==> config.mk <==
export PLATFORM = sky130hd
export DESIGN_NAME = dda_div
export DESIGN_NICKNAME = d
export VERILOG_FILES = /design/src/rtl/core/dda_pkg.sv /design/src/rtl/core/dda_div.sv
export SDC_FILE = /design/constraint.sdc
export NUM_CORES = 2
export LEC_CHECK = 0
export BUFFER_PORTS_ARGS = -buffer_cell sky130_fd_sc_hd__clkbuf_2
export CAP_MARGIN = 10
export CORE_MARGIN = 4
export CORE_UTILIZATION = 60
export CTS_BUF_LIST = sky130_fd_sc_hd__clkbuf_4 sky130_fd_sc_hd__clkbuf_8
export DETAILED_ROUTE_END_ITERATION = 10
export PLACE_DENSITY = 0.76
export SETUP_SLACK_MARGIN = 0.2
export SLEW_MARGIN = 10
export SYNTH_ARGS = -nofsm -noshare
export SYNTH_HDL_FRONTEND = slang
export SYNTH_SLANG_ARGS = --single-unit
==> constraint.sdc <==
create_clock -name clk -period 153.6 [get_ports clk]
set_clock_uncertainty 0.1 [all_clocks]
set_input_delay 23.04 -clock clk [delete_from_list [all_inputs] [get_ports clk]]
set_output_delay 23.04 -clock clk [all_outputs]
set_load 0.03 [all_outputs]
==> src/rtl/core/dda_pkg.sv <==
// ----------------------------------------------------------------------------
// Degree-day accumulate package
// Shared widths, payload types, curve table and month lengths.
// ----------------------------------------------------------------------------
package dda_pkg;

  localparam int FRAC_BITS_DEF = 8;
  localparam int TEMP_W        = 16;
  localparam int DD_W          = 32;
  localparam int CFG_IDX_W     = 2;
  localparam int CFG_DATA_W    = 32;
  localparam int INC_W         = 30;
  localparam int D_W           = 22;
  localparam int S_W           = 20;
  localparam int SS_W          = 2 * S_W;
  localparam int E_W           = 41;
  localparam int DEN_W         = E_W + 1;
  localparam int A_W           = 21;
  localparam int K_W           = 5;
  localparam int R30_W         = 30;
  localparam int TERM_W        = 31;
  localparam int SUM_W         = 32;
  localparam int DAYS_W        = 21;
  localparam int Q_W           = S_W;
  localparam int TAYLOR_N      = 12;
  localparam int LN2_Q16       = 45426;
  localparam int LN2_RECIP     = 94548;
  localparam int EXP_ARG_MAX   = 1048576;

  localparam logic [CFG_IDX_W-1:0] REG_MODE  = 2'd0;
  localparam logic [CFG_IDX_W-1:0] REG_MONTH = 2'd1;
  localparam logic [CFG_IDX_W-1:0] REG_TMISS = 2'd2;
  localparam logic [CFG_IDX_W-1:0] REG_DMISS = 2'd3;

  typedef struct packed {
    logic signed [TEMP_W-1:0] temperature;
    logic signed [DD_W-1:0]   previous_dd;
    logic                     last_cell;
  } in_item_t;

  typedef struct packed {
    logic signed [DD_W-1:0] new_dd;
    logic                   is_missing;
    logic                   cell_last;
  } out_item_t;

  typedef struct packed {
    logic                   vld;
    logic                   miss;
    logic                   last;
    logic signed [DD_W-1:0] prev;
    logic                   fit;
    logic [INC_W-1:0]       lin_inc;
  } side_t;

  typedef struct packed {
    side_t              side;
    logic [S_W-1:0]     s;
    logic [SS_W-1:0]    ss;
    logic [K_W-1:0]     k;
    logic [R30_W-1:0]   r30;
    logic [SUM_W-1:0]   sum;
  } xc_t;

  typedef struct packed {
    side_t            side;
    logic [S_W-1:0]   s;
    logic [SS_W-1:0]  ss;
    logic [E_W-1:0]   e;
  } ex_t;

  typedef struct packed {
    logic               below;
    logic signed [23:0] degree;
    logic signed [23:0] lo;
    logic signed [23:0] hi;
    logic [15:0]        shape;
    logic [19:0]        pw;
    logic [15:0]        rate;
    logic signed [23:0] anchor;
  } curve_t;

  localparam curve_t CURVES [4] = '{
    '{1'b1, 24'sd0,       -24'sd772663,  24'sd504112,  16'd44683, 20'd240625, 16'd10585,
      24'sd504112},
    '{1'b0, 24'sd327680,  -24'sd1446051, 24'sd739659,  16'd17137, 20'd848288, 16'd23043,
      -24'sd1446051},
    '{1'b1, 24'sd1179648, 24'sd729938,   24'sd1689534, 16'd38898, 20'd297951, 16'd16592,
      24'sd1689534},
    '{1'b0, 24'sd1179648, 24'sd486446,   24'sd1515276, 16'd29384, 20'd404801, 16'd21829,
      24'sd486446}
  };

  function automatic logic [DAYS_W-1:0] days_q16(input logic [3:0] m);
    logic [DAYS_W-1:0] d;
    case (m)
      4'd1:                      d = 21'd1850890;
      4'd3, 4'd5, 4'd8, 4'd10:   d = 21'd1966080;
      default:                   d = 21'd2031616;
    endcase
    return d;
  endfunction

endpackage

==> src/rtl/core/dda_div.sv <==
// ----------------------------------------------------------------------------
// Degree-day divider
// Pipelined restoring division of s*s by s + exp, one quotient bit a stage.
// ----------------------------------------------------------------------------
module dda_div import dda_pkg::*; (
  input  logic           clk,
  input  logic           rst_n,
  input  logic           en,
  input  ex_t            ex_i,
  output side_t          side_o,
  output logic [Q_W-1:0] q_o
);

  localparam int CMP_W = DEN_W + Q_W;

  side_t            dv_side [Q_W+1];
  logic [DEN_W-1:0] dv_den  [Q_W+1];
  logic [SS_W-1:0]  dv_rem  [Q_W+1];
  logic [Q_W-1:0]   dv_q    [Q_W+1];

  side_t            d0_side_r;
  logic [DEN_W-1:0] d0_den_r;
  logic [SS_W-1:0]  d0_rem_r;

  always_ff @(posedge clk) begin
    if (!rst_n) begin
      d0_side_r.vld <= 1'b0;
    end else if (en) begin
      d0_side_r <= ex_i.side;
      d0_den_r  <= DEN_W'(ex_i.s) + DEN_W'(ex_i.e);
      d0_rem_r  <= ex_i.ss;
    end
  end

  assign dv_side[0] = d0_side_r;
  assign dv_den[0]  = d0_den_r;
  assign dv_rem[0]  = d0_rem_r;
  assign dv_q[0]    = '0;

  for (genvar g = 0; g < Q_W; g++) begin : g_bit
    localparam int B = Q_W - 1 - g;

    side_t            side_r;
    logic [DEN_W-1:0] den_r;
    logic [SS_W-1:0]  rem_r, rem_nxt;
    logic [Q_W-1:0]   q_r, q_nxt;
    logic [CMP_W-1:0] den_sh;

    always_comb begin
      den_sh  = CMP_W'(dv_den[g]) << B;
      rem_nxt = dv_rem[g];
      q_nxt   = dv_q[g];
      if (CMP_W'(dv_rem[g]) >= den_sh) begin
        rem_nxt  = SS_W'(CMP_W'(dv_rem[g]) - den_sh);
        q_nxt[B] = 1'b1;
      end
    end

    always_ff @(posedge clk) begin
      if (!rst_n) begin
        side_r.vld <= 1'b0;
      end else if (en) begin
        side_r <= dv_side[g];
        den_r  <= dv_den[g];
        rem_r  <= rem_nxt;
        q_r    <= q_nxt;
      end
    end

    assign dv_side[g+1] = side_r;
    assign dv_den[g+1]  = den_r;
    assign dv_rem[g+1]  = rem_r;
    assign dv_q[g+1]    = q_r;
  end

  assign side_o = dv_side[Q_W];
  assign q_o    = dv_q[Q_W];

endmodule

==> summary.txt <==
Synth Area in Adders: 0.0603
Syn Inst Count: 9247
CP delay by family, top: buffers and inverters
Synth unique cells: 97
Share of layout cells above drive strength 1: 0.139
CTS tree: yes
Commonest non-fill, non-tap cell in the layout: edfxtp_1
Die Width: 486 um
Pleak: 57.7 nW
Number of global-route vias before repair: 76400
PD cells: 12.2 mW/mm^2
Final min period: 29.58 ns
CTS HTree Levels: 6
Worst slew margin: 0.144
Final setup vio count: 0
Clock slew at reported path FFs: 0.06 ns
Crit-path slowest cell: buf_4
Most used cell, CP: buf_4
Compound-gate portion of the synthesized area: 0.0850
Initial DRC Count: 4336
Via count: 73500
Register bit total from synthesis: 3236
Post-DP HPWL: 171000 um
Mux contribution to synthesized area: 0.0246
Setup Total Neg Slack: 0 ns
Fmax: 33.8 MHz
Post-synthesis simple-gate area fraction: 0.0609
FFs w/ async S/R, synth: 0
Core area: 0.227 sq mm
Syn Nets: 10100
Maxcap violations: 0
Crit path capture type: flop
Slew Viols, Final: 0
Tot GR Track Use: 0.205
Die area: 0.236 sq mm
Drt via density: 5.55
Die span in y: 486 um
Overflow after GRT: 0
DRT antenna net count: 0
Status: complete, no violations
Buffers on Ports: 255
Final #Nets: 10700
Dominant cell type by area after synthesis: edfxtp_1
Avg Synthesized Cell Area: 14.8 sq um
Post-Syn Area: 0.137 sq mm
Worst-margin pin slew: 1.27 ns
Cts repair resizes: 0
Top post-synthesis cells by area: edfxtp_1 70%, ha_1 5.7%, mux2_2 2.1%
Setup Fix Bufs, Post-CTS: 0
Period utilization: 0.193
Most frequent cells in the layout: 3215 x edfxtp_1, 771 x inv_1, 630 x ha_1
Pin count of the biggest net entering global routing: 212
WL/cell: 18.4 um
YS warnings: 0
Gpl congestion: 0.939
Number of top-level pins: 256
RSZ-0062 raised after global routing: no
Main combinational cell family by area after synthesis: compound AO/OA/AOI/OAI gates
Crit-path max cell delay: 0.96 ns
Cell Rows: 175
Final std cells w/o fill: 13200
Synth top area share: 0.703
DR DRC count: 0
Post-synth EDFFs: 3215
Worst min path class: flop to flop
CTS Buf Count: 533
First drt pass iteration count: 6
Placed insts: 12400
CP Class: primary input to flop
Initial antenna violation count: 2
DRT Wirelength: 243000 um
Root Driver: clkbuf_8
Bufs and invs on worst path: 8
VDD IR max: 0.0000114 V
Critical path data required time: 154.16 ns
Cell Chain, Critical Path: clkbuf_2 -> and2_4 -> buf_4 -> buf_4 -> buf_4 -> buf_4 -> buf_4 -> buf_4 -> buf_4
Clk_lat worst skew: 1.05 ns
Global-route wire length before repair: 387000 um
Starting Density: 0.603
Post-Synth XOR/XNOR Area: 0.0331
Sequential-to-total area share from yosys stat: 0.706
Final Hold Vio Count: 0
Area grow syn2layout: 10.5%
Clock buffer depth: 4
CTS sink count: 3236
Arr. time, crit path: 30.15 ns
Crit path max fanout: 90
Crit path launch type: primary input
CTS Hold Bufs: 0
Fill cells: 15300
Synth Flop Type: edfxtp_1
through the flow:
| stage | instance area [sq um] | hold WS [ns] | worst slack [ns] | power [mW] | util |
|---|---|---|---|---|---|
| after floorplan | 137000 | 0.300 | 53.70 | 1.26 | - |
| after global placement | 142000 | 0.300 | 123.13 | 1.16 | 0.623 |
| after detailed placement | 142000 | 0.305 | 122.85 | 1.16 | 0.623 |
| after CTS | 152000 | 0.302 | 124.07 | 1.87 | 0.667 |
| after global routing | 152000 | 0.304 | 123.53 | 1.93 | 0.667 |
| final | 152000 | 0.287 | 124.02 | 1.85 | 0.667 |
where the power goes:
group	leakage (nW)	total (mW)	internal (mW)	switching (mW)
clock network	5.22	0.698	0.385	0.313
registers	30.4	1.02	1.01	0.0142
logic	22.1	0.123	0.0468	0.0764
total	57.7	1.85	1.44	0.404
worst register-to-register path, delay by kind of cell, from the launching register on:
kind	cells	cell delay (ns)
AND/OR/NAND/NOR	1	0.16
flip-flops	1	0.37
AO/OA/AOI/OAI	8	2.46
multiplexers	1	0.45
buffers and inverters	3	0.61
adder cells (fa/ha/maj)	2	0.58
cells in the mapped netlist (all sizes together), types with 20 or more instances:
library cell and n:
a21boi 22, a21oi 501, a211oi 32, o21bai 82
nor2 313, clkbuf 95, nand4 89, nand2b 91
o31ai 48, nor3 101, ha 630, a31oi 52
o21a 71, a221oi 21, o211ai 21, a21o 315
xor2 217, and2 25, o31a 21, mux2 263
nand3 125, fa 20, and3 57, xnor2 302
or3 24, buf 121, nand2 556, nor4 91
dfxtp 21, inv 772, o21ai 530, nor2b 115
mux2i 42, edfxtp 3215
cell families after synthesis:
group,Yosys count
flip-flops,3236
XOR/XNOR,519
adder cells (fa/ha/maj),650
AND/OR/NAND/NOR,1694
buffers and inverters,988
AO/OA/AOI/OAI,1855
multiplexers,305
path summary, 6_finish.rpt:
check	start	end	slack [ns]	cells after the start
max	en	dv_side[1299]	124.02	9
min	dv_side[876]	dv_side[810]	0.29	0
max reg2reg	g_bit[16].rem_r[2]	g_bit[17].rem_r[6]	148.62	15
min reg2reg	dv_side[876]	dv_side[810]	0.29	0
cell type report:
cell class	count	area, sq um	area share
diodes	4	10.0	0.0000660
clock buffers	700	8700	0.0574
repair buffers	315	1800	0.0119
flip-flops and latches	3236	97000	0.639
clock inverters	187	1170	0.00769
multi-input cells	5023	36300	0.240
well taps	3009	3760	0.0248
inverters	772	2900	0.0191
registers in the layout (all words and copies together), names as in the netlist:
register and cells:
dv_side 1254, g_bit.den_r 798, g_bit.rem_r 760, g_bit.q_r 190, d0_side_r 66, side_o 66
d0_den_r 42, d0_rem_r 40, q_o 20
routing by layer:
metal / up-vias / GRT usage / wire, um
li1: 36000 / - / -
met1: 35000 / 0.214 / 89400
met2: 1778 / 0.387 / 131000
met3: 686 / 0.0353 / 9010
met4: 0 / 0.114 / 13300
met5: - / 0 / 0
(Power assumes the default switching activity.)
