$ cat src/rtl/core/dda_pkg.sv
// ----------------------------------------------------------------------------
// Degree-day accumulate package
// Shared widths, payload types, curve table and month lengths.
// ----------------------------------------------------------------------------
package dda_pkg;

  localparam int FRAC_BITS_DEF = 8;
  localparam int TEMP_W        = 16;
  localparam int DD_W          = 32;
  localparam int CFG_IDX_W     = 2;
  localparam int CFG_DATA_W    = 32;
  localparam int INC_W         = 30;
  localparam int D_W           = 22;
  localparam int S_W           = 20;
  localparam int SS_W          = 2 * S_W;
  localparam int E_W           = 41;
  localparam int DEN_W         = E_W + 1;
  localparam int A_W           = 21;
  localparam int K_W           = 5;
  localparam int R30_W         = 30;
  localparam int TERM_W        = 31;
  localparam int SUM_W         = 32;
  localparam int DAYS_W        = 21;
  localparam int Q_W           = S_W;
  localparam int TAYLOR_N      = 12;
  localparam int LN2_Q16       = 45426;
  localparam int LN2_RECIP     = 94548;
  localparam int EXP_ARG_MAX   = 1048576;

  localparam logic [CFG_IDX_W-1:0] REG_MODE  = 2'd0;
  localparam logic [CFG_IDX_W-1:0] REG_MONTH = 2'd1;
  localparam logic [CFG_IDX_W-1:0] REG_TMISS = 2'd2;
  localparam logic [CFG_IDX_W-1:0] REG_DMISS = 2'd3;

  typedef struct packed {
    logic signed [TEMP_W-1:0] temperature;
    logic signed [DD_W-1:0]   previous_dd;
    logic                     last_cell;
  } in_item_t;

  typedef struct packed {
    logic signed [DD_W-1:0] new_dd;
    logic                   is_missing;
    logic                   cell_last;
  } out_item_t;

  typedef struct packed {
    logic                   vld;
    logic                   miss;
    logic                   last;
    logic signed [DD_W-1:0] prev;
    logic                   fit;
    logic [INC_W-1:0]       lin_inc;
  } side_t;

  typedef struct packed {
    side_t              side;
    logic [S_W-1:0]     s;
    logic [SS_W-1:0]    ss;
    logic [K_W-1:0]     k;
    logic [R30_W-1:0]   r30;
    logic [SUM_W-1:0]   sum;
  } xc_t;

  typedef struct packed {
    side_t            side;
    logic [S_W-1:0]   s;
    logic [SS_W-1:0]  ss;
    logic [E_W-1:0]   e;
  } ex_t;

  typedef struct packed {
    logic               below;
    logic signed [23:0] degree;
    logic signed [23:0] lo;
    logic signed [23:0] hi;
    logic [15:0]        shape;
    logic [19:0]        pw;
    logic [15:0]        rate;
    logic signed [23:0] anchor;
  } curve_t;

  localparam curve_t CURVES [4] = '{
    '{1'b1, 24'sd0,       -24'sd772663,  24'sd504112,  16'd44683, 20'd240625, 16'd10585,
      24'sd504112},
    '{1'b0, 24'sd327680,  -24'sd1446051, 24'sd739659,  16'd17137, 20'd848288, 16'd23043,
      -24'sd1446051},
    '{1'b1, 24'sd1179648, 24'sd729938,   24'sd1689534, 16'd38898, 20'd297951, 16'd16592,
      24'sd1689534},
    '{1'b0, 24'sd1179648, 24'sd486446,   24'sd1515276, 16'd29384, 20'd404801, 16'd21829,
      24'sd486446}
  };

  function automatic logic [DAYS_W-1:0] days_q16(input logic [3:0] m);
    logic [DAYS_W-1:0] d;
    case (m)
      4'd1:                      d = 21'd1850890;
      4'd3, 4'd5, 4'd8, 4'd10:   d = 21'd1966080;
      default:                   d = 21'd2031616;
    endcase
    return d;
  endfunction

endpackage

$ cat src/rtl/core/dda_front.sv
// ----------------------------------------------------------------------------
// Degree-day front end
// Input decode, curve products and range reduction of the exp argument.
// ----------------------------------------------------------------------------
module dda_front import dda_pkg::*; #(
  parameter int FRAC_BITS = FRAC_BITS_DEF
) (
  input  logic                     clk,
  input  logic                     rst_n,
  input  logic                     en,
  input  logic                     in_vld,
  input  in_item_t                 in_item,
  input  logic [1:0]               mode,
  input  logic signed [TEMP_W-1:0] tmiss,
  input  logic signed [DD_W-1:0]   dmiss,
  output xc_t                      xc_o
);

  curve_t c;
  assign c = CURVES[mode];

  side_t              s1_side_r, s1_side_nxt;
  logic [D_W-1:0]     s1_d_r, s1_d_nxt;
  logic signed [33:0] t_w, lo_w, hi_w, deg_w, anc_w, d_w, lin_w;

  always_comb begin
    t_w   = 34'(in_item.temperature) <<< (16 - FRAC_BITS);
    lo_w  = 34'(c.lo);
    hi_w  = 34'(c.hi);
    deg_w = 34'(c.degree);
    anc_w = 34'(c.anchor);
    s1_side_nxt.vld  = in_vld;
    s1_side_nxt.miss = (in_item.temperature == tmiss) || (in_item.previous_dd == dmiss);
    s1_side_nxt.last = in_item.last_cell;
    s1_side_nxt.prev = in_item.previous_dd;
    s1_side_nxt.fit  = (t_w >= lo_w) && (t_w < hi_w);
    d_w = c.below ? (anc_w - t_w) : (t_w - anc_w);
    if (s1_side_nxt.fit && d_w > 34'sd0) begin
      s1_d_nxt = d_w[D_W-1:0];
    end else begin
      s1_d_nxt = '0;
    end
    if (c.below && t_w < lo_w) begin
      lin_w = deg_w - t_w;
    end else if (!c.below && t_w >= hi_w) begin
      lin_w = t_w - deg_w;
    end else begin
      lin_w = '0;
    end
    if (lin_w < 34'sd0) begin
      s1_side_nxt.lin_inc = '0;
    end else begin
      s1_side_nxt.lin_inc = lin_w[INC_W-1:0];
    end
  end

  always_ff @(posedge clk) begin
    if (!rst_n) begin
      s1_side_r.vld <= 1'b0;
    end else if (en) begin
      s1_side_r <= s1_side_nxt;
      s1_d_r    <= s1_d_nxt;
    end
  end

  side_t          s2_side_r;
  logic [S_W-1:0] s2_s_r, s2_s_nxt;
  logic [D_W-1:0] s2_dr_r, s2_dr_nxt;
  logic [37:0]    sp, rp;

  always_comb begin
    sp = 38'(s1_d_r) * 38'(c.shape);
    rp = 38'(s1_d_r) * 38'(c.rate);
    s2_s_nxt  = sp[16 +: S_W];
    s2_dr_nxt = rp[16 +: D_W];
  end

  always_ff @(posedge clk) begin
    if (!rst_n) begin
      s2_side_r.vld <= 1'b0;
    end else if (en) begin
      s2_side_r <= s1_side_r;
      s2_s_r    <= s2_s_nxt;
      s2_dr_r   <= s2_dr_nxt;
    end
  end

  side_t              s3_side_r;
  logic [S_W-1:0]     s3_s_r;
  logic [SS_W-1:0]    s3_ss_r, s3_ss_nxt;
  logic [A_W-1:0]     s3_a_r, s3_a_nxt;
  logic [37:0]        s3_p_r, s3_p_nxt;
  logic signed [23:0] a_w;

  always_comb begin
    a_w = signed'(24'(c.pw)) - signed'(24'(s2_dr_r));
    if (a_w < 24'sd0) begin
      s3_a_nxt = '0;
    end else if (a_w > signed'(24'(EXP_ARG_MAX))) begin
      s3_a_nxt = A_W'(EXP_ARG_MAX);
    end else begin
      s3_a_nxt = a_w[A_W-1:0];
    end
    s3_p_nxt  = 38'(s3_a_nxt) * 38'(LN2_RECIP);
    s3_ss_nxt = SS_W'(s2_s_r) * SS_W'(s2_s_r);
  end

  always_ff @(posedge clk) begin
    if (!rst_n) begin
      s3_side_r.vld <= 1'b0;
    end else if (en) begin
      s3_side_r <= s2_side_r;
      s3_s_r    <= s2_s_r;
      s3_ss_r   <= s3_ss_nxt;
      s3_a_r    <= s3_a_nxt;
      s3_p_r    <= s3_p_nxt;
    end
  end

  xc_t         xc_r, xc_nxt;
  logic [5:0]  q0;
  logic [21:0] qk, rem;

  always_comb begin
    q0  = s3_p_r[32 +: 6];
    qk  = 22'(q0) * 22'(LN2_Q16);
    rem = 22'(s3_a_r) - qk;
    xc_nxt.side = s3_side_r;
    xc_nxt.s    = s3_s_r;
    xc_nxt.ss   = s3_ss_r;
    xc_nxt.sum  = SUM_W'(1) << 30;
    if (rem >= 22'(LN2_Q16)) begin
      xc_nxt.k   = K_W'(q0 + 6'd1);
      xc_nxt.r30 = {16'(rem - 22'(LN2_Q16)), 14'b0};
    end else begin
      xc_nxt.k   = K_W'(q0);
      xc_nxt.r30 = {rem[15:0], 14'b0};
    end
  end

  always_ff @(posedge clk) begin
    if (!rst_n) begin
      xc_r.side.vld <= 1'b0;
    end else if (en) begin
      xc_r <= xc_nxt;
    end
  end

  assign xc_o = xc_r;

endmodule

$ cat config.mk
export PLATFORM = sky130hd
export DESIGN_NAME = dda_front
export DESIGN_NICKNAME = d
export VERILOG_FILES = /design/src/rtl/core/dda_pkg.sv /design/src/rtl/core/dda_front.sv
export SDC_FILE = /design/constraint.sdc
export NUM_CORES = 2
export LEC_CHECK = 0
export ABC_CLOCK_PERIOD_IN_PS = 13040
export BUFFER_PORTS_ARGS = -buffer_cell sky130_fd_sc_hd__buf_2
export CORE_MARGIN = 2
export CORE_UTILIZATION = 45
export DETAILED_ROUTE_END_ITERATION = 10
export PLACE_DENSITY_LB_ADDON = 0.05
export RECOVER_POWER = 25
export SYNTH_ARGS = -nofsm -noshare
export SYNTH_HDL_FRONTEND = slang
export SYNTH_SLANG_ARGS = --single-unit
$ cat constraint.sdc
create_clock -name clk -period 13.04 [get_ports clk]
set_input_delay 1.304 -clock clk [delete_from_list [all_inputs] [get_ports clk]]
set_output_delay 1.304 -clock clk [all_outputs]
set_load 0.02 [all_outputs]
==> summary.md <==
| Metric | Value |
|---|---|
| Status | `finished, final reports clean` |
| Area occupied by multi-input gates | `37010 um2` |
| Core Box Area | `around 120000 um2` |
| Layout cells sized above 1 | `around 6.9%` |
| CP required | `about 13000 ps` |
| Maximum number of pins on one net before global-route repair | `73` |
| MaxCap Viol Count | `0` |
| Max Root-Sink Buffers | `3` |
| Non-Filler Instances | `about 7.0k` |
| Worst Hold Endpoint | `xc_o[184]` |
| Primary FF master, synth | `edfxtp_1` |
| Setup Skew | `32.11 ps` |
| GRT overflow | `0` |
| Crit-path leading delay family | `adder cells` |
| Min Tclk post-route | `approximately 11000 ps` |
| Die Span X | `around 360 um` |
| WS Path Type | `in -> reg` |
| Commonest non-fill, non-tap cells in the layout | `inv_1, fa_1, ha_1, edfxtp_1, nand2_1` |
| Hold Path Class | `reg -> reg` |
| Routed len/inst | `approximately 19 um` |
| Via/cell ratio | `~5.0` |
| Total die area | `between 100000 and 150000 um2` |
| HPWL after DPL | `110600 um` |
| XOR/XNOR Fraction of Synth Area | `roughly 3.6%` |
| Number of cell rows | `~130` |
| Post-Synth Adder-Cell Area | `roughly 48%` |
| Hold Path Origin | `s3_side_r[57]` |
| Initial core utilization | `between 40% and 50%` |
| Worst-path fanout max | `19` |
| Worst-path cell with the longest stage delay | `a2111oi_0` |
| Die height | `about 360 um` |
| Max-Slew Margin vs Limit | `under 10%` |
| EDFF count, synth | `between 400 and 500` |
| Seq. cell area | `between 10000 and 15000 um2` |
| Final nets | `about 7k` |
| Drt total wl | `~130000 um` |
| Post-synthesis compound-gate area fraction | `6.078%` |
| Crit. End Element | `flop` |
| CTS tree | `done` |
| PostCTS Resize Cnt | `0` |
| Total GRT Usage | `21.91%` |
| Critical R2R Launch | `s2_dr_r[0]` |
| Vias | `~35k` |
| CTS root buffer | `clkbuf_16` |
| Initial antenna violation count | `0` |
| Clock-pin slew on the worst setup and hold paths | `approximately 60 ps` |
| # IOs | `between 200 and 300` |
| Largest family of logic cells by synthesized area | `adder cells` |
| Synthesis-to-finish area growth | `8.260%` |
| DR DRC count | `0` |
| Fillers | `11.30k` |
| Hold depth | `0` |
| CTS Hold Buffers Added | `0` |
| Remaining antenna violation count | `0` |
| Synth cell types | `approximately 80` |
| Num Clock Sinks | `around 440` |
| Fin. Hold Viols | `0` |
| RSZ-0062 raised after global routing | `no` |
| Post-Synth Simple-Gate Area | `8.588%` |
| Setup TNS | `0 ps` |
| Slew of the pin with the lowest slew margin | `1388 ps` |
| Port Buf Inserts | `240` |
| Most common cell after layout, fill and taps aside | `inv_1` |
| FF+latch count, synth | `roughly 440` |
| Worst R2R Path Depth | `34` |
| First-pass DRT Iterations | `5` |
| Max Freq | `between 90 and 100 MHz` |
| Slew Viols, Final | `0` |
| Cells after DPL | `approximately 7k` |
| Setup Viol. Count Final | `0` |
| GPL Wtd Cong | `0.8926` |
| Post-synthesis sequential area ratio | `between 20% and 30%` |
| Reg2Reg Setup Slack | `3980 ps` |
| FFs w/ async S/R, synth | `0%` |
| Mapped Cells | `5143` |
| H-tree lvl count | `2` |
| Post-Syn Area | `roughly 56000 um2` |
| Type of origin of the critical path | `primary input` |
| Vias in the first global route | `37.13k` |
| Starting DRC count in detailed routing | `2005` |
| Avg Inst Size Synth | `10.80 um2` |
| Global-route wire length before repair | `roughly 210000 um` |
| RR Endpoint | `s3_p_r[37]` |
| Yosys Warn Count | `0` |
| Cts bufs inserted | `53` |
| Utilization after layout | `between 40% and 50%` |
| Worst path bufs/invs | `9` |
| Worst-skew pair later-pin latency | `between 600 and 700 ps` |
| Postcts setup bufs | `0` |
| Final Cycle Share | `81.57%` |
| Worst EP arrival | `11020 ps` |
| Mux cell area share after synthesis | `0.1464%` |
| CP max stage delay | `roughly 600 ps` |
| Diode count | `0` |
-- sequential cells by signal (all words and copies together) (netlist names) --
register and flops:
s1_side_r 53, s1_d_r 20, s2_side_r 53, s2_s_r 20, s3_p_r 6, s3_ss_r 38
xc_o 132, s2_dr_r 22, s3_a_r 21, s3_s_r 20, s3_side_r 53
-- per-stage QoR --
step                      cell area (um2)  hold slack (ps)  setup WS, ps
after global placement              58480            400.3          1917
after floorplan                     55770            400.3         847.1
after CTS                           60230            408.6          2457
final                               60150            408.4          2403
after detailed placement            58480            404.5          1775
after global routing                60150            416.0          1794
-- how the worst max path moves through the flow --
stage / slack (ps) / from / endpoint / depth (start not counted)
floorplan: 850 / en / s1_d_r[0] / 2
global placement: 1920 / mode[1] / s3_p_r[37] / 38
detailed placement: 1770 / mode[1] / s3_p_r[37] / 38
CTS: 2460 / mode[1] / s3_p_r[37] / 38
global route: 1790 / mode[1] / s3_p_r[37] / 38
finish: 2400 / mode[1] / s3_p_r[37] / 38
-- worst register-to-register path: cells and delay by family, from the launching register on --
| kind | cells | cell delay [ps] |
|---|---|---|
| buf+inv | 6 | 480 |
| fa+ha+maj | 9 | 3640 |
| simple gates | 1 | 550 |
| compound gates | 17 | 3610 |
| flops | 1 | 380 |
| xor+xnor | 1 | 140 |
-- layout make-up --
class	count	area share [%]
Timing Repair Buffer	287	2.454
Tap cell	1625	3.380
Clock inverter	34	0.6115
Sequential cell	438	21.80
Multi-Input combinational cell	3319	61.52
Inverter	1272	7.937
Clock buffer	62	2.296
-- cells in the mapped netlist (9+ instances only) --
cell type | count | area, um2
a2111oi_0 | 9 | 78.83
a211o_1 | 11 | 96.34
a211oi_1 | 22 | 165.2
a21o_1 | 86 | 645.6
a21oi_1 | 145 | 725.7
a221oi_1 | 11 | 96.34
a31oi_1 | 15 | 93.84
and2_1 | 195 | 1220
and3_1 | 21 | 131.4
buf_4 | 62 | 465.5
clkbuf_1 | 104 | 390.4
edfxtp_1 | 434 | 13030
fa_1 | 885 | 17720
ha_1 | 706 | 8833
inv_1 | 1271 | 4771
nand2_1 | 233 | 874.6
nand2b_1 | 21 | 131.4
nand3_1 | 36 | 180.2
nand4_1 | 22 | 137.6
nor2_1 | 154 | 578.1
nor2b_1 | 126 | 788.3
nor3_1 | 47 | 235.2
nor4_1 | 18 | 112.6
o211ai_1 | 16 | 120.1
o21a_1 | 21 | 157.7
o21ai_0 | 78 | 390.4
o21bai_1 | 24 | 180.2
o22ai_1 | 10 | 62.56
or2_2 | 25 | 156.4
xnor2_1 | 114 | 998.5
xor2_1 | 113 | 989.7
-- layer usage --
metal	routed length (um)	up-vias	GRT usage, %
met5	0	-	0
met4	1681	0	3.288
met3	6927	117	3.359
met2	59340	739	34.24
met1	66060	17560	32.86
li1	-	16620	-
-- kinds of logic after synthesis --
group           after synthesis
flops                       438
xor+xnor                    228
compound gates              512
fa+ha+maj                  1591
other cells                   2
buf+inv                    1440
simple gates                924
mux                           8
Power is left out: the tool's default activity adds up to more than one toggle a clock period on the data nets, which glitch-free logic cannot reach.
