$ cat config.mk
export PLATFORM = sky130hd
export DESIGN_NAME = dda_final
export DESIGN_NICKNAME = d
export VERILOG_FILES = /design/src/rtl/core/dda_pkg.sv /design/src/rtl/core/dda_final.sv
export SDC_FILE = /design/constraint.sdc
export NUM_CORES = 1
export LEC_CHECK = 0
export ABC_AREA = 1
export BUFFER_PORTS_ARGS = -buffer_cell sky130_fd_sc_hd__buf_2
export CAP_MARGIN = 10
export CORE_MARGIN = 5
export CORE_UTILIZATION = 55
export DETAILED_ROUTE_END_ITERATION = 12
export GPL_TIMING_DRIVEN = 0
export PLACE_DENSITY_LB_ADDON = 0.1
export SLEW_MARGIN = 20
export SYNTH_ARGS = -nofsm -noshare
export SYNTH_HDL_FRONTEND = slang
export SYNTH_SLANG_ARGS = --single-unit
$ cat constraint.sdc
create_clock -name clk -period 7.1 [get_ports clk]
set_input_delay 0.355 -clock clk [delete_from_list [all_inputs] [get_ports clk]]
set_output_delay 0.355 -clock clk [all_outputs]
set_load 0.02 [all_outputs]
$ cat src/rtl/core/dda_pkg.sv
// ----------------------------------------------------------------------------
// Degree-day accumulate package
// Shared widths, payload types, curve table and month lengths.
// ----------------------------------------------------------------------------
package dda_pkg;

  localparam int FRAC_BITS_DEF = 8;
  localparam int TEMP_W        = 16;
  localparam int DD_W          = 32;
  localparam int CFG_IDX_W     = 2;
  localparam int CFG_DATA_W    = 32;
  localparam int INC_W         = 30;
  localparam int D_W           = 22;
  localparam int S_W           = 20;
  localparam int SS_W          = 2 * S_W;
  localparam int E_W           = 41;
  localparam int DEN_W         = E_W + 1;
  localparam int A_W           = 21;
  localparam int K_W           = 5;
  localparam int R30_W         = 30;
  localparam int TERM_W        = 31;
  localparam int SUM_W         = 32;
  localparam int DAYS_W        = 21;
  localparam int Q_W           = S_W;
  localparam int TAYLOR_N      = 12;
  localparam int LN2_Q16       = 45426;
  localparam int LN2_RECIP     = 94548;
  localparam int EXP_ARG_MAX   = 1048576;

  localparam logic [CFG_IDX_W-1:0] REG_MODE  = 2'd0;
  localparam logic [CFG_IDX_W-1:0] REG_MONTH = 2'd1;
  localparam logic [CFG_IDX_W-1:0] REG_TMISS = 2'd2;
  localparam logic [CFG_IDX_W-1:0] REG_DMISS = 2'd3;

  typedef struct packed {
    logic signed [TEMP_W-1:0] temperature;
    logic signed [DD_W-1:0]   previous_dd;
    logic                     last_cell;
  } in_item_t;

  typedef struct packed {
    logic signed [DD_W-1:0] new_dd;
    logic                   is_missing;
    logic                   cell_last;
  } out_item_t;

  typedef struct packed {
    logic                   vld;
    logic                   miss;
    logic                   last;
    logic signed [DD_W-1:0] prev;
    logic                   fit;
    logic [INC_W-1:0]       lin_inc;
  } side_t;

  typedef struct packed {
    side_t              side;
    logic [S_W-1:0]     s;
    logic [SS_W-1:0]    ss;
    logic [K_W-1:0]     k;
    logic [R30_W-1:0]   r30;
    logic [SUM_W-1:0]   sum;
  } xc_t;

  typedef struct packed {
    side_t            side;
    logic [S_W-1:0]   s;
    logic [SS_W-1:0]  ss;
    logic [E_W-1:0]   e;
  } ex_t;

  typedef struct packed {
    logic               below;
    logic signed [23:0] degree;
    logic signed [23:0] lo;
    logic signed [23:0] hi;
    logic [15:0]        shape;
    logic [19:0]        pw;
    logic [15:0]        rate;
    logic signed [23:0] anchor;
  } curve_t;

  localparam curve_t CURVES [4] = '{
    '{1'b1, 24'sd0,       -24'sd772663,  24'sd504112,  16'd44683, 20'd240625, 16'd10585,
      24'sd504112},
    '{1'b0, 24'sd327680,  -24'sd1446051, 24'sd739659,  16'd17137, 20'd848288, 16'd23043,
      -24'sd1446051},
    '{1'b1, 24'sd1179648, 24'sd729938,   24'sd1689534, 16'd38898, 20'd297951, 16'd16592,
      24'sd1689534},
    '{1'b0, 24'sd1179648, 24'sd486446,   24'sd1515276, 16'd29384, 20'd404801, 16'd21829,
      24'sd486446}
  };

  function automatic logic [DAYS_W-1:0] days_q16(input logic [3:0] m);
    logic [DAYS_W-1:0] d;
    case (m)
      4'd1:                      d = 21'd1850890;
      4'd3, 4'd5, 4'd8, 4'd10:   d = 21'd1966080;
      default:                   d = 21'd2031616;
    endcase
    return d;
  endfunction

endpackage

$ cat src/rtl/core/dda_final.sv
// ----------------------------------------------------------------------------
// Degree-day final stages
// Month scaling, saturating accumulate, missing-code handling, output register.
// ----------------------------------------------------------------------------
module dda_final import dda_pkg::*; #(
  parameter int FRAC_BITS = FRAC_BITS_DEF
) (
  input  logic                   clk,
  input  logic                   rst_n,
  input  logic                   en,
  input  side_t                  side_i,
  input  logic [Q_W-1:0]         q_i,
  input  logic [3:0]             month,
  input  logic signed [DD_W-1:0] dmiss,
  output logic                   out_vld,
  output out_item_t              out_item
);

  localparam int P_W = INC_W + DAYS_W;

  side_t          f1_side_r;
  logic [P_W-1:0] f1_prod_r, f1_prod_nxt;
  logic [INC_W-1:0] inc;

  always_comb begin
    inc = side_i.fit ? INC_W'(q_i) : side_i.lin_inc;
    f1_prod_nxt = P_W'(inc) * P_W'(days_q16(month));
  end

  always_ff @(posedge clk) begin
    if (!rst_n) begin
      f1_side_r.vld <= 1'b0;
    end else if (en) begin
      f1_side_r <= side_i;
      f1_prod_r <= f1_prod_nxt;
    end
  end

  logic                   out_vld_r;
  out_item_t              out_item_r, out_item_nxt;
  logic [P_W-1:0]         sh;
  logic signed [P_W+1:0]  sum_w;
  logic signed [DD_W-1:0] sat;

  always_comb begin
    sh    = f1_prod_r >> (32 - FRAC_BITS);
    sum_w = (P_W+2)'(f1_side_r.prev) + signed'({2'b00, sh});
    if (sum_w > signed'((P_W+2)'(32'h7FFFFFFF))) begin
      sat = 32'sh7FFFFFFF;
    end else if (sum_w < -signed'((P_W+2)'(33'h080000000))) begin
      sat = 32'sh80000000;
    end else begin
      sat = sum_w[DD_W-1:0];
    end
    out_item_nxt.new_dd     = f1_side_r.miss ? dmiss : sat;
    out_item_nxt.is_missing = (out_item_nxt.new_dd == dmiss);
    out_item_nxt.cell_last  = f1_side_r.last;
  end

  always_ff @(posedge clk) begin
    if (!rst_n) begin
      out_vld_r <= 1'b0;
    end else if (en) begin
      out_vld_r  <= f1_side_r.vld;
      out_item_r <= out_item_nxt;
    end
  end

  assign out_vld  = out_vld_r;
  assign out_item = out_item_r;

endmodule

==> impl_metrics.tcl, run 1 <==
set metrics [dict create \
    outcome "finished, final reports clean" \
    min_from "side_i[60]" \
    avgViaCountPerCell 5.081 \
    end_kind "register" \
    yosysUniqueCellTypes 51 \
    crit_type "primary input to register" \
    coreArea_um2 35400 \
    postCtsHoldBufs 0 \
    yosysTopAreaCell "fa_1" \
    grt-ovfl-total 0 \
    pre_cts_ws_ns -1.039 \
    cts_sinks 97 \
    final_common_cell "inv_1" \
    synth_area_um2 19650 \
    fin_tns_setup_ns 0 \
    hold_viol_final 0 \
    gp_congestion 0.9283 \
    io_buffers 159 \
    syn_inst 2439 \
    crit_slowest_cell "fa_1" \
    drive_gt1_share_pct 10.83 \
    synth_area_leaders "fa_1 (27%), ha_1 (19%), edfxtp_1 (15%), inv_1 (13%), nand2_1 (8.0%)" \
    clk-insertion-delay-late_ns 0.37 \
    power_leakage_nw 12.36 \
    critPathLaunch "month[1]" \
    startpoint_type "primary input" \
    h-tree-depth 3 \
    worst-path-buf-inv 9 \
    yosysTopAreaCellShare_pct 27.00 \
    yosysSeqAreaShare_pct 14.73 \
    clockBufferDepth 2 \
    power.density_nw_per_um2 342.1 \
    tritoncts "yes" \
    drt_first_pass_iters 5 \
    synth_seq_cells 97 \
    synth-edff-count 95 \
    maxClockFrequency_mhz 146.2 \
    slew_headroom_pct 27.11 \
    die-area_um2 39600 \
    fin_crit_ns 6.838 \
    report.final.slew_viol_count 0 \
    grt_pass1_wl_mm 80.52 \
    holdWs_ns 0.1502 \
    yosysWarnings 0 \
    track_usage_pct 25.52 \
    setup_ws_ns 0.2616 \
    synth-main-ff-cell "edfxtp_1" \
    synth.avg_cell_area_um2 8.055 \
    ir_drop_v 0.0002639 \
    io_pins 160 \
    grt_max_degree 49 \
    cts_root_buf "clkbuf_16" \
    setup_viol 0 \
    final_util_pct 61.34 \
    postRouteWirelength_mm 49.13 \
    place_area_um2 21050 \
    worstReg2RegStart "f1_side_r[31]" \
    rows 69 \
    dp_hpwl_mm 43.56 \
    antenna_found_initial 1 \
    fp.dieH_um 199.0 \
    maxCapViolCount 0 \
    cp_data_arrival_time_ns 6.96 \
    avgRoutedWirePerCell_um 15.88 \
    cpPeakStageDelay_ns 0.56 \
    n_antenna_cell 0 \
    synthArstFlopShare_pct 0 \
    drcViolationCount 0 \
    synthToLayoutAreaGrowth_pct 10.52 \
    cp_max_fo 10 \
    post-route-period-util_pct 96.32 \
    drtIter0Drc 673 \
    clkTransAtPathRegs_ns 0.08 \
    first_global_vias 16360 \
    hold_path.class "primary input to register" \
    drtAntennaViolNets 0 \
    nets 3316 \
    crit_family "adder cells" \
    clock_skew_ns 0.01567 \
    required_ns 7.22 \
    postLayoutCellArea_um2 21710 \
    synth_nets 3128 \
    final_cell_mix "inv_1 (688), nand2_1 (419), ha_1 (299), fa_1 (265), nor2_1 (191)" \
    tightest_slew_ns 1.063 \
    vias 15720 \
    initial_core_util_pct 55.50 \
    cts_made_buffers 9 \
    die_width_um 199.0 \
]
-- timing repair --
| item | 4_1_cts | 5_1_grt |
|---|---|---|
| setup buffers | 0 | 18 |
| setup endpoints to repair | 27 | 25 |
| pin swaps | 0 | 9 |
| gates resized for setup | 50 | 12 |
-- layout make-up --
cell class	instances	area (µm²)
plain buffers	30	166.4
clock buffers	10	229.0
clock inverters	6	97.59
fillers	3221	13690
inverters	691	2596
multi-input cells	1620	14190
flip-flops and latches	97	2893
well taps	461	576.8
repair buffers	178	958.4
-- layer usage --
| layer | global-route usage, % | share of wire, % |
|---|---|---|
| met2 | 46.05 | 49 |
| met5 | 0 | 0.022 |
| met3 | 3.015 | 5.1 |
| met4 | 7.472 | 3.1 |
| met1 | 32.31 | 42 |
-- cells in the mapped netlist, types with 7 or more instances --
cell type and instances:
a21oi_1 97, fa_1 265, xnor2_1 12, inv_1 689, nand2_1 419, o21a_1 7
nor2_1 219, or2_2 10, nand4_1 17, nor3_1 8, o21ai_0 53, xor2_1 30
a22oi_1 17, a31oi_1 13, mux2i_1 8, edfxtp_1 95, ha_1 299, clkbuf_1 19
nand2_2 15, nand3_1 81
-- cells by family after synthesis --
group	Yosys count	synth area share [%]
AND/OR/NAND/NOR	792	16.71
buffers and inverters	722	14.04
adder cells (fa/ha/maj)	564	46.05
AO/OA/AOI/OAI	214	6.197
flip-flops	97	14.73
XOR/XNOR	42	1.872
multiplexers	8	0.4076
-- worst reg2reg max path, cell delays in order, from the launching register on --
cell and delay (ns):
edfxtp_1 0.33, ha_1 0.16, inv_1 0.06, fa_1 0.39
inv_1 0.07, nand3_1 0.06, nand2_1 0.13, nand2_1 0.06
nand2_1 0.13, nand2_1 0.07, nand2_1 0.21, nand2_1 0.10
nand3_2 0.12, nand3_4 0.11, buf_8 0.16, buf_6 0.15
nand4_1 0.09, nand2_1 0.07, nor2_1 0.12, nand2_1 0.06
nor2_1 0.26, nand2_1 0.09, nor2_1 0.10
-- state kept, by name, summed over array words and instances, names as in the netlist --
register,cells
f1_prod_r,27
out_item,34
f1_side_r,35
out_vld,1
-- power breakdown --
| part | switching, mW | internal (mW) |
|---|---|---|
| registers | 0.0388 | 0.921 |
| clock network | 0.238 | 0.315 |
| logic | 3.76 | 2.16 |
-- worst paths after layout --
check                                endpoint  slack, ns  depth (start not counted)
worst max register to register    out_item[1]       3.87                         22
worst min-delay path            f1_side_r[60]       0.15                          1
worst min register to register    out_item[0]       0.47                          0
worst max-delay path            f1_prod_r[47]       0.26                         30
-- metrics by stage --
step           std cells  power [mW]
2_1_floorplan       2439       5.351
3_3_place_gp        3059       6.751
3_5_place_dp        3060       6.804
4_1_cts             3075       7.424
5_1_grt             3093       8.361
6_report            3093       7.428
Power figures use the tool's default switching activity.
==> run 2: changes to the inputs <==
Settings changed: CORE_UTILIZATION 55 to 40.
==> impl_metrics.tcl, run 2 (synthesized netlist as in run 1, its figures left out) <==
set metrics [dict create \
    power.density_nw_per_um2 339.2 \
    report.final.slew_viol_count 0 \
    io_pins 160 \
    rsz0062_at_grt "false" \
    postCtsHoldBufs 0 \
    cp_data_arrival_time_ns 6.84 \
    grt_max_degree 50 \
    first_global_vias 16260 \
    outcome "finished, final reports clean" \
    tritoncts "yes" \
    multiInputGateArea_um2 14210 \
    startpoint_type "primary input" \
    drtIter0Drc 733 \
    dp.cells 3263 \
    maxClockFrequency_mhz 149.0 \
    cts_sinks 97 \
    drcViolationCount 0 \
    grt-ovfl-total 0 \
    required_ns 7.23 \
    die-area_um2 53650 \
    clk-insertion-delay-late_ns 0.37 \
    hold_viol_final 0 \
    cts_made_buffers 9 \
    postRouteWirelength_mm 50.36 \
    largest_register_ffs 35 \
    h-tree-depth 3 \
    tightest_slew_ns 1.093 \
    ir_drop_v 0.0001892 \
    vias 15470 \
    clock_skew_ns 0.01373 \
    rows 81 \
    avgViaCountPerCell 4.688 \
    cts_root_buf "clkbuf_16" \
    drt_first_pass_iters 5 \
    slew_headroom_pct 25.06 \
    hold_path.class "primary input to register" \
    layout.area.seq_um2 2893 \
    crit_type "primary input to register" \
    maxCapViolCount 0 \
    n_fill_cell 4959 \
    nets 3319 \
    power_leakage_nw 12.36 \
    initial_core_util_pct 40.30 \
    grt_pass1_wl_mm 82.50 \
    gp_congestion 0.9104 \
    avgRoutedWirePerCell_um 15.26 \
    final_common_cell "inv_1" \
    drtAntennaViolNets 0 \
    coreArea_um2 48750 \
    power_mw 7.457 \
    drive_gt1_share_pct 11.12 \
    synthToLayoutAreaGrowth_pct 11.90 \
    fin_crit_ns 6.712 \
    critPathLaunch "side_i[30]" \
    die_width_um 231.6 \
    fp.dieH_um 231.6 \
    min_from "side_i[59]" \
    post-route-period-util_pct 94.53 \
    largest-register "f1_side_r" \
    final_cell_mix "inv_1 (688), nand2_1 (419), ha_1 (299), fa_1 (265), nor2_1 (190)" \
    cp_max_fo 10 \
    layoutNonFillerInstCount 3300 \
    end_kind "register" \
    setup_viol 0 \
    clkTransAtPathRegs_ns 0.08 \
    io_buffers 159 \
    dp_hpwl_mm 45.10 \
    antenna_found_initial 2 \
    worstReg2RegStart "f1_side_r[31]" \
    track_usage_pct 19.16 \
    clockBufferDepth 2 \
]
## run 2: cell types whose count changed in the layout (fill, tap and decap cells not counted), moves of 2 or more
| cell | delta |
|---|---|
| a21oi_2 | +2 |
| bufinv_16 | -2 |
| clkbuf_2 | -2 |
| a21oi_1 | -2 |
| buf_4 | +3 |
## run 2: layout make-up
type	count	share of cell area (%)
repair buffers	181	4.462
clock buffers	9	1.025
inverters	691	11.81
plain buffers	30	0.7684
clock inverters	7	0.3301
flip-flops and latches	97	13.16
well taps	664	3.779
multi-input cells	1620	64.65
diodes	1	0.01138
## run 2: power breakdown
group	switching (mW)	total, mW	internal [mW]
logic	3.82	6.00	2.18
clock network	0.252	0.501	0.249
registers	0.0397	0.960	0.920
total	4.11	7.46	3.35
## run 2: final timing paths
| path | to | slack [ns] | cells after the start |
|---|---|---|---|
| setup reg to reg | out_item[1] | 3.88 | 22 |
| hold / removal | f1_side_r[59] | 0.15 | 1 |
| setup / recovery | f1_prod_r[50] | 0.39 | 24 |
| hold reg to reg | out_item[0] | 0.43 | 0 |
## run 2: stage by stage
stage          hold slack [ns]  util, %  setup WS (ns)  TNS, ns  instance area [µm²]
3_5_place_dp            0.4127    43.70         -1.195   -22.60                21300
5_1_grt                 0.1284    45.09       0.004015        0                21980
4_1_cts                 0.1247    44.69       0.008286        0                21790
2_1_floorplan           0.4003        -         0.6251        0                19650
3_3_place_gp            0.4104    43.64         -1.102   -21.00                21270
6_report                0.1479    45.09         0.3884        0                21980
## run 2: timing repair
action / in CTS / in global routing
resized for setup: 52 / 18
endpoints found under the setup margin: 27 / 20
pin swaps: 1 / 10
buffers inserted: 1 / 20
## run 2: layer usage
layer	GRT usage (%)	vias to the layer above	share of wire (%)
met3	1.789	61	3.9
met2	34.77	308	50
met1	24.73	7271	44
met5	0	-	0.040
met4	4.634	4	2.0
li1	-	7826	-
## run 2: worst max-delay path: stages
cell      delay [ns]
buf_2           0.11
buf_4           0.18
buf_2           0.21
o21ai_0         0.57
inv_1           0.25
fa_1            0.58
inv_1           0.05
fa_1            0.47
inv_1           0.05
fa_1            0.50
fa_1            0.43
fa_1            0.52
fa_1            0.42
ha_1            0.29
ha_1            0.36
a21oi_1         0.15
inv_1           0.06
a31oi_1         0.27
o21ai_0         0.22
o21bai_1        0.23
a221oi_2        0.33
nand2_1         0.09
nand2_1         0.06
nand2_1         0.05
==> run 3: changes to the inputs <==
Settings changed: RECOVER_POWER set to 50.
==> impl_metrics.tcl, run 3 (synthesized netlist as in run 1, its figures left out) <==
set metrics [dict create \
    hold_path.class "primary input to register" \
    end_kind "register" \
    cts_made_buffers 9 \
    rows 81 \
    fin_crit_ns 6.695 \
    critPathLaunch "side_i[30]" \
    avgRoutedWirePerCell_um 15.27 \
    drt_first_pass_iters 5 \
    nets 3319 \
    final_common_cell "inv_1" \
    power.switching_mw 4.109 \
    power.density_nw_per_um2 339.7 \
    final_cell_mix "inv_1 (688), nand2_1 (419), ha_1 (299), fa_1 (265), nor2_1 (190)" \
    largest-register "f1_side_r" \
    final_util_pct 45.01 \
    tightest_slew_ns 2.225 \
    postRouteWirelength_mm 50.39 \
    clockBufferDepth 2 \
    crit_path_end "f1_prod_r[50]" \
    power_leakage_nw 12.26 \
    gp_congestion 0.9104 \
    worstReg2RegStart "f1_side_r[31]" \
    cts_sinks 97 \
    drcViolationCount 0 \
    coreArea_um2 48750 \
    rsz0062_at_grt "false" \
    grt_max_degree 50 \
    violations "capacitance limit, slew limit" \
    hold_viol_final 0 \
    r2r_cells 23 \
    postCtsHoldBufs 0 \
    cpPeakStageDelay_ns 0.58 \
    r2r_slack_ns 3.88 \
    crit_slowest_cell "fa_1" \
    slew_headroom_pct -49.15 \
    drtAntennaViolNets 0 \
    seq_power_share_pct 12.9 \
    clock_skew_ns 0.01376 \
    crit_type "primary input to register" \
    cp_data_arrival_time_ns 6.83 \
    synthToLayoutAreaGrowth_pct 11.68 \
    grt_pass1_wl_mm 82.50 \
    grt-ovfl-total 0 \
    startpoint_type "primary input" \
    die-area_um2 53650 \
    swShare_pct 55.12 \
    r2r-end "out_item[1]" \
    critPathMostFrequentCell "fa_1" \
    maxCapViolCount 1 \
    report.final.slew_viol_count 49 \
    ir_drop_v 0.0001891 \
    track_usage_pct 19.16 \
    avgViaCountPerCell 4.683 \
    post-route-period-util_pct 94.30 \
    first_global_vias 16260 \
    clkTransAtPathRegs_ns 0.08 \
    cp_max_fo 10 \
    crit_family "adder cells" \
    cp_num_cells 24 \
    maxClockFrequency_mhz 149.4 \
    io_buffers 159 \
    drtIter0Drc 714 \
    worst-path-buf-inv 7 \
    cts_root_buf "clkbuf_16" \
    die_width_um 231.6 \
    setup_viol 0 \
    antenna_found_initial 2 \
    clockPowerShare_pct 6.7 \
    dp_hpwl_mm 45.10 \
    tritoncts "yes" \
    power_mw 7.454 \
    vias 15460 \
    clk-insertion-delay-late_ns 0.37 \
    p_comb_share_pct 80.4 \
    outcome "complete, but fails checks" \
    io_pins 160 \
    hold_depth 1 \
    largest_register_ffs 35 \
    path_cells "buf_2, buf_4, buf_2, o21ai_0, inv_1, fa_1, inv_1, fa_1, inv_1, fa_1, fa_1, fa_1, fa_1, ha_1, ha_1, a21oi_1, inv_1, a31oi_1, o21ai_0, o21bai_1, a221oi_2, nand2_1, nand2_1, nand2_1" \
    h-tree-depth 3 \
    required_ns 7.23 \
    initial_core_util_pct 40.30 \
    p_int_mw 3.345 \
    drive_gt1_share_pct 9.867 \
    fp.dieH_um 231.6 \
]
run 3: cell count changes in the layout (fill, tap and decap cells not counted), sizes merged:
cell,previous run,this run
clkbuf,25,58
inv,695,694
buf,195,162
clkinvlp,1,2
run 3: metrics by stage:
step                      instance area (µm²)  worst slack (ns)  hold WS (ns)  TNS (ns)  cells
after CTS                               21790          0.008286        0.1247         0   3279
final                                   21940            0.4045        0.1479         0   3300
after global routing                    21940          0.004015        0.1284         0   3299
after detailed placement                21300            -1.195        0.4127    -22.60   3263
after global placement                  21270            -1.102        0.4104    -21.00   3262
after floorplan                         19650            0.6251        0.4003         0   2439
run 3: worst min-delay path by stage:
stage          slack, ns             to          start
2_1_floorplan       0.40    out_item[0]  f1_side_r[63]
3_3_place_gp        0.41    out_item[0]  f1_side_r[63]
3_5_place_dp        0.41    out_item[0]  f1_side_r[63]
4_1_cts             0.12  f1_side_r[64]     side_i[64]
5_1_grt             0.13  f1_side_r[60]     side_i[60]
6_report            0.15  f1_side_r[59]     side_i[59]
run 3: layer usage:
metal / share of wire (%) / routed length (µm) / GRT usage (%)
met1: 44 / 22310 / 24.73
met2: 50 / 25020 / 34.77
met4: 2.0 / 997 / 4.634
met3: 4.1 / 2046 / 1.789
met5: 0.040 / 20 / 0
run 3: repair_timing:
action / CTS / global route
pin swaps: 1 / 10
buffers inserted: 1 / 20
gates resized for setup: 52 / 18
endpoints found under the setup margin: 27 / 20
hold endpoints to repair: 0 / 0
run 3: area by class of cell:
type | count | area (µm²)
Antenna cell | 1 | 2.502
Buffer | 30 | 168.9
Clock buffer | 9 | 225.2
Clock inverter | 7 | 72.57
Fill cell | 4980 | 26810
Inverter | 691 | 2595
Multi-Input combinational cell | 1620 | 14210
Sequential cell | 97 | 2893
Tap cell | 664 | 830.8
Timing Repair Buffer | 181 | 939.7
run 3: power by group through the flow:
stage,Combinational [mW],Clock [mW],Sequential (mW)
2_1_floorplan,4.36,0,0.992
3_3_place_gp,5.93,0,0.977
3_5_place_dp,5.94,0,0.976
4_1_cts,6.03,0.519,0.963
5_1_grt,6.99,0.537,0.975
6_report,5.99,0.501,0.962
